**src/hdl/dsa_pkg.sv**
```systemverilog
// Package for the descriptor slot allocator: pool size, field widths,
// status and mode codes, payload structs, the slot store write bundle and read entry.
// No dependencies; every other file of the block imports it.
package dsa_pkg;

  // Pool size and the widths that follow from it.
  localparam int SLOT_COUNT = 8;
  localparam int SLOT_W     = $clog2(SLOT_COUNT);
  localparam int CNT_W      = $clog2(SLOT_COUNT + 1);

  // Fixed field widths of the transfer payloads.
  localparam int MODE_W  = 2;
  localparam int INDEX_W = 8;
  localparam int STAT_W  = 2;
  localparam int OSLOT_W = 6;
  localparam int FREED_W = 7;

  localparam logic [INDEX_W-1:0] SLOT_LIMIT = INDEX_W'(SLOT_COUNT);

  // Request modes.
  localparam logic [MODE_W-1:0] MODE_ALLOC_ONE     = 2'd0;
  localparam logic [MODE_W-1:0] MODE_ALLOC_THREE   = 2'd1;
  localparam logic [MODE_W-1:0] MODE_FREE_ONE      = 2'd2;
  localparam logic [MODE_W-1:0] MODE_CHAIN_RELEASE = 2'd3;

  // Result status codes.
  localparam logic [STAT_W-1:0] ST_OK           = 2'd0;
  localparam logic [STAT_W-1:0] ST_NO_SPACE     = 2'd1;
  localparam logic [STAT_W-1:0] ST_RANGE        = 2'd2;
  localparam logic [STAT_W-1:0] ST_ALREADY_FREE = 2'd3;

  typedef struct packed {
    logic [MODE_W-1:0]  mode;
    logic [INDEX_W-1:0] slot_index;
  } dsa_in_t;

  typedef struct packed {
    logic [STAT_W-1:0]  status;
    logic [OSLOT_W-1:0] first_slot;
    logic [OSLOT_W-1:0] second_slot;
    logic [OSLOT_W-1:0] third_slot;
    logic [FREED_W-1:0] freed_count;
  } dsa_out_t;

  // Write requests from the sequencer to the slot store.
  typedef struct packed {
    logic                  clr_en;
    logic [SLOT_COUNT-1:0] clr_mask;
    logic                  link_en;
    logic [SLOT_W-1:0]     link_slot;
    logic [SLOT_W-1:0]     link_val;
    logic                  link_has;
    logic                  rel_en;
    logic [SLOT_W-1:0]     rel_slot;
  } dsa_wr_t;

  // One entry of the slot store as seen by the chain walk.
  typedef struct packed {
    logic              free;
    logic              has_next;
    logic [SLOT_W-1:0] next;
  } dsa_rd_t;

endpackage

```
**src/hdl/dsa_lowest_free.sv**
```systemverilog
// Shared priority search: finds the lowest set bit of a slot map.
// Depends on dsa_pkg for the pool size.
module dsa_lowest_free import dsa_pkg::*; (
  input  logic [SLOT_COUNT-1:0] map_i,
  output logic                  found_o,
  output logic [SLOT_W-1:0]     slot_o
);

  always_comb begin
    found_o = 1'b0;
    slot_o  = '0;
    // Scan downward so the lowest set bit wins.
    for (int i = SLOT_COUNT - 1; i >= 0; i--) begin
      if (map_i[i]) begin
        found_o = 1'b1;
        slot_o  = SLOT_W'(i);
      end
    end
  end

endmodule

```
**src/hdl/dsa_slot_store.sv**
```systemverilog
// Slot store: free map, next links and has-next marks of every slot,
// with one read port for the chain walk. Depends on dsa_pkg.
module dsa_slot_store import dsa_pkg::*; (
  input  logic                  clk_i,
  input  logic                  rst_ni,
  input  dsa_wr_t               wr_i,
  input  logic [SLOT_W-1:0]     rd_slot_i,
  output dsa_rd_t               rd_o,
  output logic [SLOT_COUNT-1:0] free_map_o
);

  logic [SLOT_COUNT-1:0] free_q;
  logic [SLOT_COUNT-1:0] has_q;
  logic [SLOT_W-1:0]     link_q [SLOT_COUNT];

  always_ff @(posedge clk_i or negedge rst_ni) begin
    if (!rst_ni) begin
      free_q <= '1;
      has_q  <= '0;
      for (int i = 0; i < SLOT_COUNT; i++) begin
        link_q[i] <= '0;
      end
    end else begin
      if (wr_i.clr_en) begin
        free_q <= free_q & ~wr_i.clr_mask;
      end
      if (wr_i.link_en) begin
        link_q[wr_i.link_slot] <= wr_i.link_val;
        has_q[wr_i.link_slot]  <= wr_i.link_has;
      end
      // A released slot always returns with its link cleared.
      if (wr_i.rel_en) begin
        free_q[wr_i.rel_slot] <= 1'b1;
        link_q[wr_i.rel_slot] <= '0;
        has_q[wr_i.rel_slot]  <= 1'b0;
      end
    end
  end

  assign rd_o.free     = free_q[rd_slot_i];
  assign rd_o.has_next = has_q[rd_slot_i];
  assign rd_o.next     = link_q[rd_slot_i];
  assign free_map_o    = free_q;

endmodule

```
**src/hdl/descriptor_slot_allocator.sv**
```systemverilog
// Steps per input transfer: alloc_one runs a search pass and a finish step; free_one releases one
// slot, then finishes; alloc_three runs three search passes, a link step and a finish step, or goes
// to finish when a pass finds no free slot; chain release walks its slots, then finishes. The finish
// step loads the result once the output register can take it. One item at a time; the next item is
// accepted once the sequencer is back in idle, after the result is loaded. A result waiting in the
// output register does not block acceptance. Reset (async, active low) frees every slot, clears links.
module descriptor_slot_allocator import dsa_pkg::*; (
  input  logic     clk_i,
  input  logic     rst_ni,
  input  logic     in_valid_i,
  output logic     in_stall_o,
  input  dsa_in_t  in_data_i,
  output logic     out_valid_o,
  input  logic     out_stall_i,
  output dsa_out_t out_data_o
);

  // Sequencer states.
  localparam logic [2:0] S_IDLE = 3'd0;
  localparam logic [2:0] S_SRCH = 3'd1;
  localparam logic [2:0] S_LINK = 3'd2;
  localparam logic [2:0] S_WALK = 3'd3;
  localparam logic [2:0] S_FIN  = 3'd4;

  localparam logic [SLOT_COUNT-1:0] ONE_HOT0 = SLOT_COUNT'(1);

  logic [2:0]            state_q, state_d;
  logic [MODE_W-1:0]     mode_q, mode_d;
  logic [1:0]            step_q, step_d;
  logic [SLOT_COUNT-1:0] work_q, work_d;
  logic [SLOT_W-1:0]     slot0_q, slot0_d;
  logic [SLOT_W-1:0]     slot1_q, slot1_d;
  logic [SLOT_W-1:0]     slot2_q, slot2_d;
  logic [INDEX_W-1:0]    cur_q, cur_d;
  logic [CNT_W-1:0]      cnt_q, cnt_d;
  logic [STAT_W-1:0]     status_q, status_d;
  logic                  out_valid_q, out_valid_d;
  dsa_out_t              out_q, out_d;

  logic                  in_fire;
  logic                  out_load;
  dsa_wr_t               wr;
  dsa_rd_t               rd;
  logic [SLOT_COUNT-1:0] free_map;
  logic                  found;
  logic [SLOT_W-1:0]     found_slot;
  logic [SLOT_COUNT-1:0] found_hot;
  logic                  alloc_ok;

  // The shared search unit always looks at the working copy of the free map.
  // Each successful pass removes its slot from that copy, so the next pass finds
  // the next lowest free slot.
  dsa_lowest_free u_search (
    .map_i   (work_q),
    .found_o (found),
    .slot_o  (found_slot)
  );

  dsa_slot_store u_store (
    .clk_i      (clk_i),
    .rst_ni     (rst_ni),
    .wr_i       (wr),
    .rd_slot_i  (cur_q[SLOT_W-1:0]),
    .rd_o       (rd),
    .free_map_o (free_map)
  );

  assign in_stall_o = (state_q != S_IDLE);
  assign in_fire    = in_valid_i && !in_stall_o;
  assign found_hot  = ONE_HOT0 << found_slot;

  always_comb begin
    state_d  = state_q;
    mode_d   = mode_q;
    step_d   = step_q;
    work_d   = work_q;
    slot0_d  = slot0_q;
    slot1_d  = slot1_q;
    slot2_d  = slot2_q;
    cur_d    = cur_q;
    cnt_d    = cnt_q;
    status_d = status_q;
    out_load = 1'b0;
    wr       = '0;

    unique case (state_q)
      S_IDLE: begin
        if (in_fire) begin
          mode_d   = in_data_i.mode;
          cur_d    = in_data_i.slot_index;
          step_d   = 2'd0;
          cnt_d    = '0;
          status_d = ST_OK;
          work_d   = free_map;
          if (in_data_i.mode == MODE_ALLOC_ONE || in_data_i.mode == MODE_ALLOC_THREE) begin
            state_d = S_SRCH;
          end else begin
            state_d = S_WALK;
          end
        end
      end

      S_SRCH: begin
        // Nothing is committed until every slot the request needs has been found,
        // so a failing request leaves the pool untouched.
        if (!found) begin
          status_d = ST_NO_SPACE;
          state_d  = S_FIN;
        end else begin
          work_d = work_q & ~found_hot;
          unique case (step_q)
            2'd0: begin
              slot0_d = found_slot;
              if (mode_q == MODE_ALLOC_ONE) begin
                // A single allocation leaves the slot's link alone.
                wr.clr_en   = 1'b1;
                wr.clr_mask = found_hot;
                state_d     = S_FIN;
              end else begin
                step_d = 2'd1;
              end
            end
            2'd1: begin
              slot1_d = found_slot;
              step_d  = 2'd2;
            end
            default: begin
              slot2_d      = found_slot;
              wr.clr_en    = 1'b1;
              wr.clr_mask  = (ONE_HOT0 << slot0_q) | (ONE_HOT0 << slot1_q) | found_hot;
              wr.link_en   = 1'b1;
              wr.link_slot = slot0_q;
              wr.link_val  = slot1_q;
              wr.link_has  = 1'b1;
              state_d      = S_LINK;
            end
          endcase
        end
      end

      S_LINK: begin
        // The tail slot was free, so its link is already clear.
        wr.link_en   = 1'b1;
        wr.link_slot = slot1_q;
        wr.link_val  = slot2_q;
        wr.link_has  = 1'b1;
        state_d      = S_FIN;
      end

      S_WALK: begin
        // One slot per cycle. A single free is a walk that stops after one slot.
        // A cyclic chain ends here too, at a slot freed earlier in the walk.
        if (cur_q >= SLOT_LIMIT) begin
          status_d = ST_RANGE;
          state_d  = S_FIN;
        end else if (rd.free) begin
          status_d = ST_ALREADY_FREE;
          state_d  = S_FIN;
        end else begin
          wr.rel_en   = 1'b1;
          wr.rel_slot = cur_q[SLOT_W-1:0];
          cnt_d       = CNT_W'(cnt_q + 1'b1);
          if (mode_q == MODE_FREE_ONE || !rd.has_next) begin
            state_d = S_FIN;
          end else begin
            cur_d = INDEX_W'(rd.next);
          end
        end
      end

      S_FIN: begin
        if (!out_valid_q || !out_stall_i) begin
          out_load = 1'b1;
          state_d  = S_IDLE;
        end
      end

      default: begin
        state_d = S_IDLE;
      end
    endcase
  end

  // Result assembly: slot fields are zero unless an allocation succeeded.
  assign alloc_ok = (status_q == ST_OK) &&
                    (mode_q == MODE_ALLOC_ONE || mode_q == MODE_ALLOC_THREE);

  always_comb begin
    out_d.status      = status_q;
    out_d.first_slot  = alloc_ok ? OSLOT_W'(slot0_q) : '0;
    out_d.second_slot = (alloc_ok && mode_q == MODE_ALLOC_THREE) ? OSLOT_W'(slot1_q) : '0;
    out_d.third_slot  = (alloc_ok && mode_q == MODE_ALLOC_THREE) ? OSLOT_W'(slot2_q) : '0;
    out_d.freed_count = FREED_W'(cnt_q);
  end

  always_comb begin
    if (out_load) begin
      out_valid_d = 1'b1;
    end else if (!out_stall_i) begin
      out_valid_d = 1'b0;
    end else begin
      out_valid_d = out_valid_q;
    end
  end

  always_ff @(posedge clk_i or negedge rst_ni) begin
    if (!rst_ni) begin
      state_q     <= S_IDLE;
      out_valid_q <= 1'b0;
    end else begin
      state_q     <= state_d;
      out_valid_q <= out_valid_d;
    end
  end

  // Working registers of the sequencer and the output payload.
  always_ff @(posedge clk_i) begin
    mode_q   <= mode_d;
    step_q   <= step_d;
    work_q   <= work_d;
    slot0_q  <= slot0_d;
    slot1_q  <= slot1_d;
    slot2_q  <= slot2_d;
    cur_q    <= cur_d;
    cnt_q    <= cnt_d;
    status_q <= status_d;
    if (out_load) begin
      out_q <= out_d;
    end
  end

  assign out_valid_o = out_valid_q;
  assign out_data_o  = out_q;

  // A walk only ever releases a slot that is currently taken.
  a_release_taken: assert property (@(posedge clk_i) disable iff (!rst_ni)
    wr.rel_en |-> !free_map[wr.rel_slot])
    else $error("released a slot that was already free");

  // Allocation only claims slots that are currently free.
  a_claim_free: assert property (@(posedge clk_i) disable iff (!rst_ni)
    wr.clr_en |-> ((wr.clr_mask & ~free_map) == '0))
    else $error("claimed a slot that was not free");

  // A triple allocation claims exactly three distinct slots.
  a_triple_mask: assert property (@(posedge clk_i) disable iff (!rst_ni)
    (wr.clr_en && mode_q == MODE_ALLOC_THREE) |-> ($countones(wr.clr_mask) == 3))
    else $error("triple allocation did not claim three slots");

  // An accepted item always moves the sequencer out of idle.
  a_accept_busy: assert property (@(posedge clk_i) disable iff (!rst_ni)
    in_fire |=> (state_q != S_IDLE))
    else $error("sequencer stayed idle after a transfer");

  // A result is only loaded when the output register can take it.
  a_no_overwrite: assert property (@(posedge clk_i) disable iff (!rst_ni)
    out_load |-> (!out_valid_q || !out_stall_i))
    else $error("pending result overwritten");

endmodule
```
**config.mk**
```make
export PLATFORM = sky130hd
export DESIGN_NAME = descriptor_slot_allocator
export DESIGN_NICKNAME = d
export VERILOG_FILES = /design/src/hdl/dsa_pkg.sv /design/src/hdl/dsa_lowest_free.sv /design/src/hdl/dsa_slot_store.sv /design/src/hdl/descriptor_slot_allocator.sv
export SDC_FILE = /design/constraint.sdc
export NUM_CORES = 1
export LEC_CHECK = 0
export BUFFER_PORTS_ARGS = -buffer_cell sky130_fd_sc_hd__buf_2
export CORE_ASPECT_RATIO = 0.8
export CORE_MARGIN = 2
export CORE_UTILIZATION = 54
export DETAILED_ROUTE_END_ITERATION = 7
export PLACE_DENSITY = 0.81
export SKIP_LAST_GASP = 1
export SLEW_MARGIN = 25
export SYNTH_ARGS = -nofsm -noshare
export SYNTH_HDL_FRONTEND = slang
export SYNTH_HIERARCHICAL = 1
export SYNTH_SLANG_ARGS = --single-unit
```
**constraint.sdc**
```tcl
create_clock -name clk_i -period 2.9 [get_ports clk_i]
set_input_delay 0.435 -clock clk_i [delete_from_list [all_inputs] [get_ports clk_i]]
set_output_delay 0.435 -clock clk_i [all_outputs]
set_load 0.005 [all_outputs]
```
==> results of run 1 <==
-- power groups by stage --
| stage | Sequential, µW | Combinational [µW] | Clock, µW |
|---|---|---|---|
| 3_5_place_dp | 2050 | 1490 | 0 |
| 4_1_cts | 2040 | 1540 | 978 |
| 5_1_grt | 2100 | 1730 | 1020 |
| 2_1_floorplan | 2000 | 1010 | 0 |
| 3_3_place_gp | 2040 | 1450 | 0 |
| 6_report | 2060 | 1590 | 956 |
-- cell usage after synthesis (2+ instances only) --
| cell type | number |
|---|---|
| nand3_1 | 8 |
| buf_4 | 12 |
| o21ai_0 | 10 |
| and2_1 | 14 |
| clkbuf_2 | 3 |
| nor4bb_1 | 3 |
| nor2b_1 | 3 |
| a211oi_1 | 2 |
| mux2_2 | 5 |
| a31oi_1 | 2 |
| o22ai_1 | 2 |
| dfstp_2 | 8 |
| nand2b_1 | 8 |
| nor3b_1 | 6 |
| or3_4 | 2 |
| clkbuf_1 | 13 |
| or2_2 | 2 |
| nor3_1 | 7 |
| nand3b_1 | 7 |
| and3b_1 | 2 |
| buf_2 | 4 |
| dfrtp_1 | 36 |
| inv_1 | 8 |
| a22o_1 | 10 |
| edfxtp_1 | 50 |
| nand4b_1 | 3 |
| a22oi_1 | 2 |
| and3_1 | 8 |
| o32ai_1 | 2 |
| nand2_1 | 44 |
| buf_6 | 4 |
| mux4_1 | 10 |
| a21o_1 | 8 |
| nor2_1 | 58 |
| a21oi_1 | 12 |
| mux2i_1 | 33 |
-- through the flow --
step | setup WS [ps] | cell area [µm²] | util (%)
floorplan | 177 | 4900 | -
global placement | -249 | 5230 | 60.8
detailed placement | -324 | 5230 | 60.9
CTS | 4.82 | 5500 | 63.9
global route | -12.2 | 5550 | 64.6
finish | 82.1 | 5550 | 64.6
-- worst max-delay path: cells and delay by family (launching register included) --
kind	cells	cell delay [ps]
AND/OR/NAND/NOR	6	1140
multiplexers	2	900
flip-flops	1	500
buffers and inverters	1	170
-- final cells by class --
class	instances	area [µm²]	area share [%]
clock buffer	10	128	2.30
clock inverter	6	93.8	1.69
inverter	8	30.0	0.541
multi-input combinational	299	2100	37.9
sequential	94	2610	47.0
tap	112	140	2.52
timing repair buffer	69	445	8.02
-- sequential cells by signal, indices dropped and copies added, names as in the netlist --
| register | cells |
|---|---|
| slot2_q | 3 |
| work_q | 8 |
| mode_q | 2 |
| step_q | 2 |
| slot1_q | 3 |
| status_q | 2 |
| cnt_q | 4 |
| cur_q | 8 |
| u_store/has_q | 8 |
| slot0_q | 3 |
| u_store/free_map_o | 8 |
| state_q | 3 |
| out_data_o | 15 |
| u_store/link_q | 24 |
| out_valid_o | 1 |
-- kinds of logic (layout without fill, tap and decap cells) --
| kind of cell | count (synthesis) | after routing |
|---|---|---|
| buffers and inverters | 45 | 93 |
| other | 1 | 12 |
| AO/OA/AOI/OAI | 55 | 55 |
| adder cells (fa/ha/maj) | 1 | 1 |
| multiplexers | 48 | 48 |
| XOR/XNOR | 2 | 2 |
| AND/OR/NAND/NOR | 181 | 181 |
| flip-flops | 94 | 94 |
-- repair_timing --
item | in CTS | in global routing
gates resized for setup | 5 | 12
setup endpoints to repair | 26 | 47
buffers inserted | 1 | 2
hold buffers | 0 | 0
pin swaps | 1 | 2
-- how the worst min path moves through the flow --
stage,slack [ps],from,cells after the start,end
2_1_floorplan,140,rst_ni,0,out_valid_o$_DFFE_PN0P_
3_3_place_gp,450,status_q[0]$_DFFE_PP_,0,out_data_o[25]$_DFFE_PP_
3_5_place_dp,450,status_q[0]$_DFFE_PP_,0,out_data_o[25]$_DFFE_PP_
4_1_cts,220,rst_ni,1,u_store/link_q[6]$_DFF_PN0_
5_1_grt,80,rst_ni,1,u_store/link_q[13]$_DFF_PN0_
6_report,40,rst_ni,1,u_store/link_q[11]$_DFF_PN0_
-- placed cells by master (no fill, tap or decap), types with 9 or more instances in the layout --
cell,instances
buf_2,29
conb_1,12
clkbuf_8,9
dfrtp_1,36
a22o_1,9
edfxtp_1,50
nand2_1,42
mux4_1,9
and2_1,13
mux2i_1,33
o21ai_0,10
buf_4,40
nor2_1,56
a21oi_1,12
-- metal layers --
| layer | track usage (%) | vias up |
|---|---|---|
| met1 | 33.2 | 1728 |
| met5 | 0 | - |
| met4 | 6.79 | 0 |
| met3 | 5.30 | 15 |
| li1 | - | 1620 |
| met2 | 37.6 | 167 |
==> metrics.yaml, run 1 <==
wl_met3_mm: 1.03
p_sw_uw: 1590
synth_edf_count: 50
synthAdderAreaFrac_pct: 0.258
wl_met2_mm: 5.11
overflow: 0
n_fill_cell: 644
dr.pass1.iters: 5
hold_ws_ps: 43.4
seqPwrFrac_pct: 44.7
area_growth_pct: 14.3
grt_pass1_wl_mm: 17.0
clkSinkCount: 94
ys.flop_type: "edfxtp_1"
relSlewSlack_pct: 49.8
synthMuxAreaShare_pct: 13.4
synth_cell_types: 52
worstSkewPairLatency_ps: 380
worst_pin_slew_ps: 751
finalCriticalPeriod_ps: 2820
ys_warn_count: 6
cellPowerDensity_nw_per_um2: 829
routedWlPerCell_um: 18.3
core_um2: 8600
synth_cells: 427
crit-reg2reg-launch: "cur_q[2]$_DFFE_PP_"
leakage_uw: 0.00255
synth_top_cell_area_share_pct: 30.9
drt-total-wl_mm: 10.9
power_frac_comb_pct: 34.5
synth_area_um2: 4860
initial_utilization_pct: 56.5
ios: 43
wl_met1_mm: 4.67
drv_cap: 0
crit_path_start: "cur_q[2]$_DFFE_PP_"
endpoint_kind: "flop"
cts_buffers: 9
seq_area_frac_synth_pct: 53.8
first_global_vias: 3238
hold_violations: 0
max_stage_delay_ps: 580
status: "finished clean"
ys_async_sr_fraction_pct: 46.8
dr_total_vias: 3530
grtUsageTotal_pct: 23.7
crit_chain: "mux4_1 -> mux2_2 -> or3_4 -> nor2_4 -> and2_1 -> nand2_1 -> nor3_1 -> buf_4 -> nor2_1"
reg2reg_depth: 9
fp.dieH_um: 88.8
synth_top_family_by_area: "simple AND/OR/NAND/NOR gates"
slew_viol_final: 0
cp.arrival_ps: 3080
crit_path_start_kind: "flop"
io_buffers: 30
synth_simple_gate_area_share_pct: 19.2
antennaDiodeCount: 0
drive_gt1_share_pct: 23.7
place_congestion: 0.895
dieArea_um2: 9780
clock_power_share_pct: 20.7
min_period_over_period_pct: 97.2
finalSetupViolCount: 0
rows: 30
fmax_ghz: 0.355
cp_slowest_cell: "mux4_1"
reg2reg_slack_ps: 80
drt_iter0_drc: 324
worstSetupEndpoint: "u_store/link_q[19]$_DFF_PN0_"
dp.cells: 579
p_int_uw: 3010
max-clock-path-buffers: 2
setup_tns_ps: 0
p_total_uw: 4610
yosys.area.top_type: "edfxtp_1"
dp_hpwl_mm: 7.93
die_w_um: 110
fin_nets: 496
cts.clk_slew.worst_paths_ps: 90
synth_xor_xnor_area_share_pct: 0.361
cts_htree_levels: 3
crit_required_ps: 3170
avgSynthCellArea_um2: 11.4
worst-setup-path-type: "reg2reg"
grt_max_degree: 45
final_cells: 598
detail-route-antenna-nets: 0
finalClockSkew_ps: 13.7
synth_seq_cells: 94
cts_tree: "done"
r2r-end: "u_store/link_q[19]$_DFF_PN0_"
top_layer: "met4"
vias_per_cell: 5.90
drcViolationCount: 0
antenna_found_initial: 0
cts_root_buffer: "clkbuf_8"
switching_share_pct: 34.6
yosys-top-cells-area: "edfxtp_1 31%, dfrtp_1 19%, mux2i_1 6.8%"
vdd_drop_max_mv: 0.452
path_max_fanout: 5
hold_class: "in2async"
synth-compound-area-share_pct: 7.55
(Power assumes the default switching activity.)
==> run 2: changes to the inputs <==
--- a/config.mk
+++ b/config.mk
@@ -5,7 +5,7 @@
 export SDC_FILE = /design/constraint.sdc
 export NUM_CORES = 1
 export LEC_CHECK = 0
-export BUFFER_PORTS_ARGS = -buffer_cell sky130_fd_sc_hd__buf_2
+export BUFFER_PORTS_ARGS = -buffer_cell sky130_fd_sc_hd__buf_4
 export CORE_ASPECT_RATIO = 0.8
 export CORE_MARGIN = 2
 export CORE_UTILIZATION = 54
==> run 2 against run 1 <==
Compared with the run above: via count shrank 1.1%; global-route usage rose by 0.41 points; final cell count is 0.17% lower; flip-flop and latch count unchanged; sequential power about the same.
==> metrics.yaml, run 2 (synthesis results as in run 1) <==
status: "finished clean"
worst_slack_ps: 47.7  # -34.4 ps
antenna_found_initial: 0  # unchanged
drcViolationCount: 0  # unchanged
first_global_vias: 3339  # +3.1%
antennaDiodeCount: 0  # unchanged
worst-setup-path-type: "reg2reg"
relSlewSlack_pct: 52.0  # +2.2 points
die_w_um: 110  # unchanged
ios: 43  # unchanged
cts_root_buffer: "clkbuf_8"
largest_reg_flops: 24  # unchanged
crit-reg2reg-launch: "cur_q[2]$_DFFE_PP_"
cp_top_family: "simple AND/OR/NAND/NOR gates"
initial_utilization_pct: 56.5  # unchanged
crit_path_start: "cur_q[2]$_DFFE_PP_"
dieArea_um2: 9780  # unchanged
slew_viol_final: 0  # unchanged
drive_gt1_share_pct: 23.3  # -0.36 points
fmax_ghz: 0.351  # -1.2%
dr_total_vias: 3492  # -1.1%
hold_violations: 0  # unchanged
core_um2: 8600  # unchanged
vdd_drop_max_mv: 0.603  # +33%
dp_hpwl_mm: 8.00  # +0.89%
holdBufCountCts: 0  # unchanged
pre_cts_slack_ps: -293  # +31.9 ps
critPathBufInv: 0  # -1
path_max_fanout: 8  # +3
critical_path.most_common_cell: "or3_4"
drt_iter0_drc: 339  # +4.6%
endpoint_kind: "flop"
drv_cap: 0  # unchanged
cts_htree_levels: 3  # unchanged
cp_slowest_cell: "mux4_1"
leakage_uw: 0.00257  # +0.96%
fp.dieH_um: 88.8  # unchanged
max_stage_delay_ps: 610  # +30 ps
setup_tns_ps: 0  # unchanged
rsz0062_at_grt: "yes"
fin_nets: 495  # -0.20%
cp.arrival_ps: 2910  # -170 ps
min_period_over_period_pct: 98.4  # +1.2 points
reg2reg_depth: 5  # -4
area_growth_pct: 15.2
top_register: "u_store/link_q"
reg2reg_slack_ps: 50  # -30 ps
final_cells: 597  # -0.17%
final_common_cell: "buf_4"
vias_per_cell: 5.85  # -0.91%
grt_pass1_wl_mm: 17.1  # +0.69%
crit_chain: "mux4_1 -> mux2_2 -> or3_4 -> or3_4 -> nand2_1"
cts_buffers: 9  # unchanged
cts.clk_slew.worst_paths_ps: 90  # about the same
detail-route-antenna-nets: 0  # unchanged
mostFrequentLayoutCells: "68 x buf_4, 56 x nor2_1, 50 x edfxtp_1, 43 x nand2_1, 36 x dfrtp_1"
dp.cells: 579  # unchanged
worst_pin_slew_ps: 719  # -32.2 ps
dr.pass1.iters: 5  # unchanged
grt_max_degree: 45  # unchanged
grtUsageTotal_pct: 24.1  # +0.41 points
routedWlPerCell_um: 18.5  # +1.2%
drt-total-wl_mm: 11.1  # +1.0%
hold_class: "in2async"
io_buffers: 30  # unchanged
crit_required_ps: 2960  # -210 ps
crit_path_start_kind: "flop"
cellPowerDensity_nw_per_um2: 814  # -1.9%
overflow: 0  # unchanged
place_congestion: 0.911  # +1.8%
worstSkewPairLatency_ps: 380  # about the same
cts_tree: "done"
rows: 30  # unchanged
max-clock-path-buffers: 2  # unchanged
clkSinkCount: 94  # unchanged
r2r-end: "cur_q[7]$_SDFFCE_PP0P_"
finalClockSkew_ps: 11.9  # -1.73 ps
finalSetupViolCount: 0  # unchanged
finalCriticalPeriod_ps: 2850  # +34.4 ps
-- run 2: worst max-delay path by stage --
stage | to | slack [ps] | depth (start not counted)
after CTS | u_store/link_q[4]$_DFF_PN0_ | 30 | 8
after detailed placement | u_store/link_q[17]$_DFF_PN0_ | -290 | 9
after global routing | u_store/link_q[11]$_DFF_PN0_ | -30 | 11
after global placement | u_store/link_q[20]$_DFF_PN0_ | -170 | 9
after floorplan | u_store/has_q[1]$_DFF_PN0_ | 180 | 12
final | cur_q[7]$_SDFFCE_PP0P_ | 50 | 5
-- run 2: metal layers --
| layer | vias up | GRT usage, % | wire, µm |
|---|---|---|---|
| met2 | 174 | 37.3 | 5170 |
| met3 | 21 | 6.26 | 915 |
| met5 | - | 0 | 0 |
| met1 | 1679 | 32.6 | 4760 |
| li1 | 1618 | - | - |
| met4 | 0 | 10.2 | 205 |
-- run 2: power breakdown --
| part | switching [µW] | leakage, µW | internal (µW) |
|---|---|---|---|
| logic | 898 | 0.00142 | 734 |
| clock network | 451 | 0.000102 | 418 |
| registers | 231 | 0.00105 | 1820 |
| total | 1580 | 0.00257 | 2980 |
-- run 2: metrics by stage --
stage | power [µW] | hold WS (ps) | utilization (%) | instance area (µm²)
after global placement | 3530 | 443 | 61.7 | 5300
after detailed placement | 3590 | 443 | 61.8 | 5310
final | 4560 | 45.9 | 65.1 | 5600
after CTS | 4480 | 51.5 | 64.4 | 5530
after floorplan | 3010 | 139 | - | 4900
after global routing | 4790 | 80.9 | 65.1 | 5600
-- run 2: area by class of cell --
class                      instances  area, µm²
clock buffer                      10        138
clock inverter                     6       61.3
fill                             648       3000
inverter                           8       30.0
multi-input combinational        299       2110
sequential                        94       2610
tap                              112        140
timing repair buffer              68        510
-- run 2: repair_timing --
| action | CTS | global route |
|---|---|---|
| resized for setup | 4 | 11 |
| setup buffers | 0 | 2 |
| pin swaps | 1 | 4 |
| endpoints found under the setup margin | 22 | 39 |
==> run 3: changes to the inputs <==
--- a/config.mk
+++ b/config.mk
@@ -5,11 +5,13 @@
 export SDC_FILE = /design/constraint.sdc
 export NUM_CORES = 1
 export LEC_CHECK = 0
+export ABC_AREA = 1
 export BUFFER_PORTS_ARGS = -buffer_cell sky130_fd_sc_hd__buf_4
 export CORE_ASPECT_RATIO = 0.8
 export CORE_MARGIN = 2
 export CORE_UTILIZATION = 54
 export DETAILED_ROUTE_END_ITERATION = 7
+export GPL_TIMING_DRIVEN = 1
 export PLACE_DENSITY = 0.81
 export SKIP_LAST_GASP = 1
 export SLEW_MARGIN = 25
==> run 3 against run 2 <==
Compared with the run above: highest routed layer unchanged; die area grew 2.6%; setup slack gained 350 ps; combinational power grew 31%; largest power group unchanged.
==> metrics.yaml, run 3 <==
seq_area_frac_synth_pct: 52.3  # -1.4 points
worstSkewPairLatency_ps: 350  # -30 ps
drive_gt1_share_pct: 13.2  # -10 points
synth_seq_cells: 94  # unchanged
top_register: "u_store/link_q"
die_w_um: 111  # +1.3%
endpoint_kind: "flop"
power_frac_comb_pct: 37.9  # +2.1 points
initial_utilization_pct: 55.2  # -1.3 points
drt_iter0_drc: 419  # +24%
min_period_over_period_pct: 86.2  # -12 points
first_global_vias: 4003  # +20%
antennaDiodeCount: 0  # unchanged
worst_pin_slew_ps: 810  # +91.3 ps
synth_edf_count: 50  # unchanged
drv_cap: 0  # unchanged
finalClockSkew_ps: 8.43  # -3.51 ps
synth_area_um2: 4990  # +2.7%
grt_max_degree: 45  # unchanged
overflow: 0  # unchanged
clkSinkCount: 94  # unchanged
cts_root_buffer: "clkbuf_16"
core_um2: 9040  # +5.1%
ys_async_sr_fraction_pct: 46.8  # unchanged
clock_power_share_pct: 21.9  # +2.8 points
dr_total_vias: 4238  # +21%
relSlewSlack_pct: 45.7  # -6.2 points
max-clock-path-buffers: 2  # unchanged
cts_buffers: 9  # unchanged
final_common_cell: "nand2_1"
ys.flop_type: "edfxtp_1"
path_max_fanout: 20  # +12
yosys.area.top_type: "edfxtp_1"
finalSetupViolCount: 0  # unchanged
rsz0062_at_grt: "no"
finalCriticalPeriod_ps: 2500  # -352 ps
fmax_ghz: 0.400  # +14%
grt-busiest-layer: "met2"
drcViolationCount: 0  # unchanged
leakage_uw: 0.00276  # +7.1%
drt-total-wl_mm: 11.5  # +3.6%
synth_top_cell_area_share_pct: 30.1  # -0.82 points
grt_pass1_wl_mm: 19.4  # +13%
ys_warn_count: 6  # unchanged
fin_nets: 697  # +41%
vdd_drop_max_mv: 0.607  # +0.66%
crit_required_ps: 3140  # +180 ps
yosysMostFrequentCell: "nand2_1"
routedWlPerCell_um: 14.3  # -23%
fp.dieH_um: 90.0  # +1.3%
cts.clk_slew.worst_paths_ps: 70  # -20 ps
cellPowerDensity_nw_per_um2: 993  # +22%
largest_reg_flops: 24  # unchanged
antenna_found_initial: 0  # unchanged
cts_htree_levels: 3  # unchanged
avgSynthCellArea_um2: 7.81  # -31%
cts_tree: "done"
hold_class: "in2async"
vias_per_cell: 5.28  # -9.7%
p_int_uw: 3380  # +14%
seqPwrFrac_pct: 40.2  # -4.9 points
grtUsageTotal_pct: 24.2  # +0.070 points
synth_cell_types: 36  # -31%
cp.arrival_ps: 2740  # -170 ps
crit_path_start_kind: "flop"
crit_chain: "inv_2 -> nand2_1 -> nand3_1 -> nand2_1 -> nand2_1 -> nand2_1 -> nor3_4 -> inv_1 -> nor2_1 -> inv_1 -> nor2_1 -> nand2_1 -> o21ai_0 -> nor2_1"
detail-route-antenna-nets: 0  # unchanged
cp_top_family: "simple AND/OR/NAND/NOR gates"
worst-setup-path-type: "reg2reg"
synth_cells: 639  # +50%
critPathBufInv: 3  # +3
dp_hpwl_mm: 8.47  # +5.8%
p_sw_uw: 2260  # +43%
dieArea_um2: 10000  # +2.6%
rows: 31  # +3.3%
synth_top_cells_by_count: "164 x nand2_1, 109 x nor2_1, 97 x inv_1"
max_stage_delay_ps: 410  # -200 ps
place_congestion: 0.945  # +3.7%
reg2reg_slack_ps: 400  # +350 ps
ios: 43  # unchanged
hold_ws_ps: 83.9  # +38.0 ps
area_growth_pct: 13.8
critical_path.most_common_cell: "nand2_1"
hold_violations: 0  # unchanged
use_met1_pct: 33.5  # +0.95 points
status: "finished clean"
yosys-top-cells-area: "edfxtp_1 30%, dfrtp_1 18%, nand2_1 12%"
mostFrequentLayoutCells: "164 x nand2_1, 109 x nor2_1, 97 x inv_1, 50 x edfxtp_1, 43 x buf_4"
use_met2_pct: 38.8  # +1.5 points
grt.met3_usage_pct: 4.99  # -1.3 points
setup_tns_ps: 0  # unchanged
cp_slowest_cell: "edfxtp_1"
dr.pass1.iters: 6  # +1
io_buffers: 30  # unchanged
slew_viol_final: 0  # unchanged
switching_share_pct: 40.0  # +5.3 points
==> run 3: changes by cell type in the layout (fill, tap and decap cells not counted), moves of 13 or more <==
cell | before | now
nor2_1 | 56 | 109
and2_1 | 13 | 0
inv_1 | 8 | 97
nand3_1 | 8 | 35
nand2_1 | 43 | 164
o21ai_0 | 10 | 42
buf_4 | 68 | 43
mux2i_1 | 33 | 0
==> run 3: logic make-up after synthesis <==
kind of cell | after synthesis | synth area share, %
AND/OR/NAND/NOR | 338 | 28.1
buffers and inverters | 131 | 11.1
flip-flops | 94 | 52.3
AO/OA/AOI/OAI | 72 | 7.80
XOR/XNOR | 2 | 0.351
adder cells (fa/ha/maj) | 1 | 0.251
other | 1 | 0.0751
==> run 3: metal layers <==
metal	up-vias	share of wire, %
met3	17	7.1
met4	0	1.8
met5	-	0
met1	1950	45
met2	200	46
li1	2071	-
==> run 3: area by class of cell <==
class | count | area (µm²)
fillers | 764 | 3360
flip-flops and latches | 94 | 2610
multi-input cells | 425 | 1870
inverters | 109 | 419
repair buffers | 43 | 323
clock buffers | 9 | 225
well taps | 115 | 144
clock inverters | 7 | 87.6
==> run 3: what timing repair did <==
item                                    4_1_cts  5_1_grt
setup buffers                                 0        2
hold buffers                                  0        0
gates resized for setup                       0        1
endpoints found under the setup margin        0       38
==> run 3: power groups by stage <==
stage                     Sequential (µW)  Combinational (µW)  Clock (µW)
after global routing                 2330                2410        1300
after global placement               2290                2000           0
after detailed placement             2310                2050           0
final                                2270                2130        1240
after CTS                            2280                2060        1250
after floorplan                      2200                1500           0
==> run 3: through the flow <==
stage	cells	instance area (µm²)	setup WS, ps	total power (µW)	utilization [%]
final	802	5680	400	5640	62.8
after floorplan	650	5030	879	3700	-
after detailed placement	784	5350	99.6	4360	59.2
after global routing	802	5680	49.6	6040	62.8
after CTS	800	5660	61.1	5600	62.6
after global placement	784	5350	180	4290	59.2
==> run 3: path summary, 6_finish.rpt <==
path | end | start | depth (start not counted)
max in group asynchronous | u_store/link_q[17]$_DFF_PN0_ | rst_ni | 1
min in group clk_i | mode_q[0]$_DFFE_PP_ | in_data_i[8] | 1
worst min register to register | out_data_o[26]$_DFFE_PP_ | status_q[1]$_DFFE_PP_ | 0
worst max-delay path | u_store/has_q[4]$_DFF_PN0_ | cur_q[0]$_DFFE_PP_ | 14
worst max register to register | u_store/has_q[4]$_DFF_PN0_ | cur_q[0]$_DFFE_PP_ | 14
worst min-delay path | u_store/link_q[9]$_DFF_PN0_ | rst_ni | 1
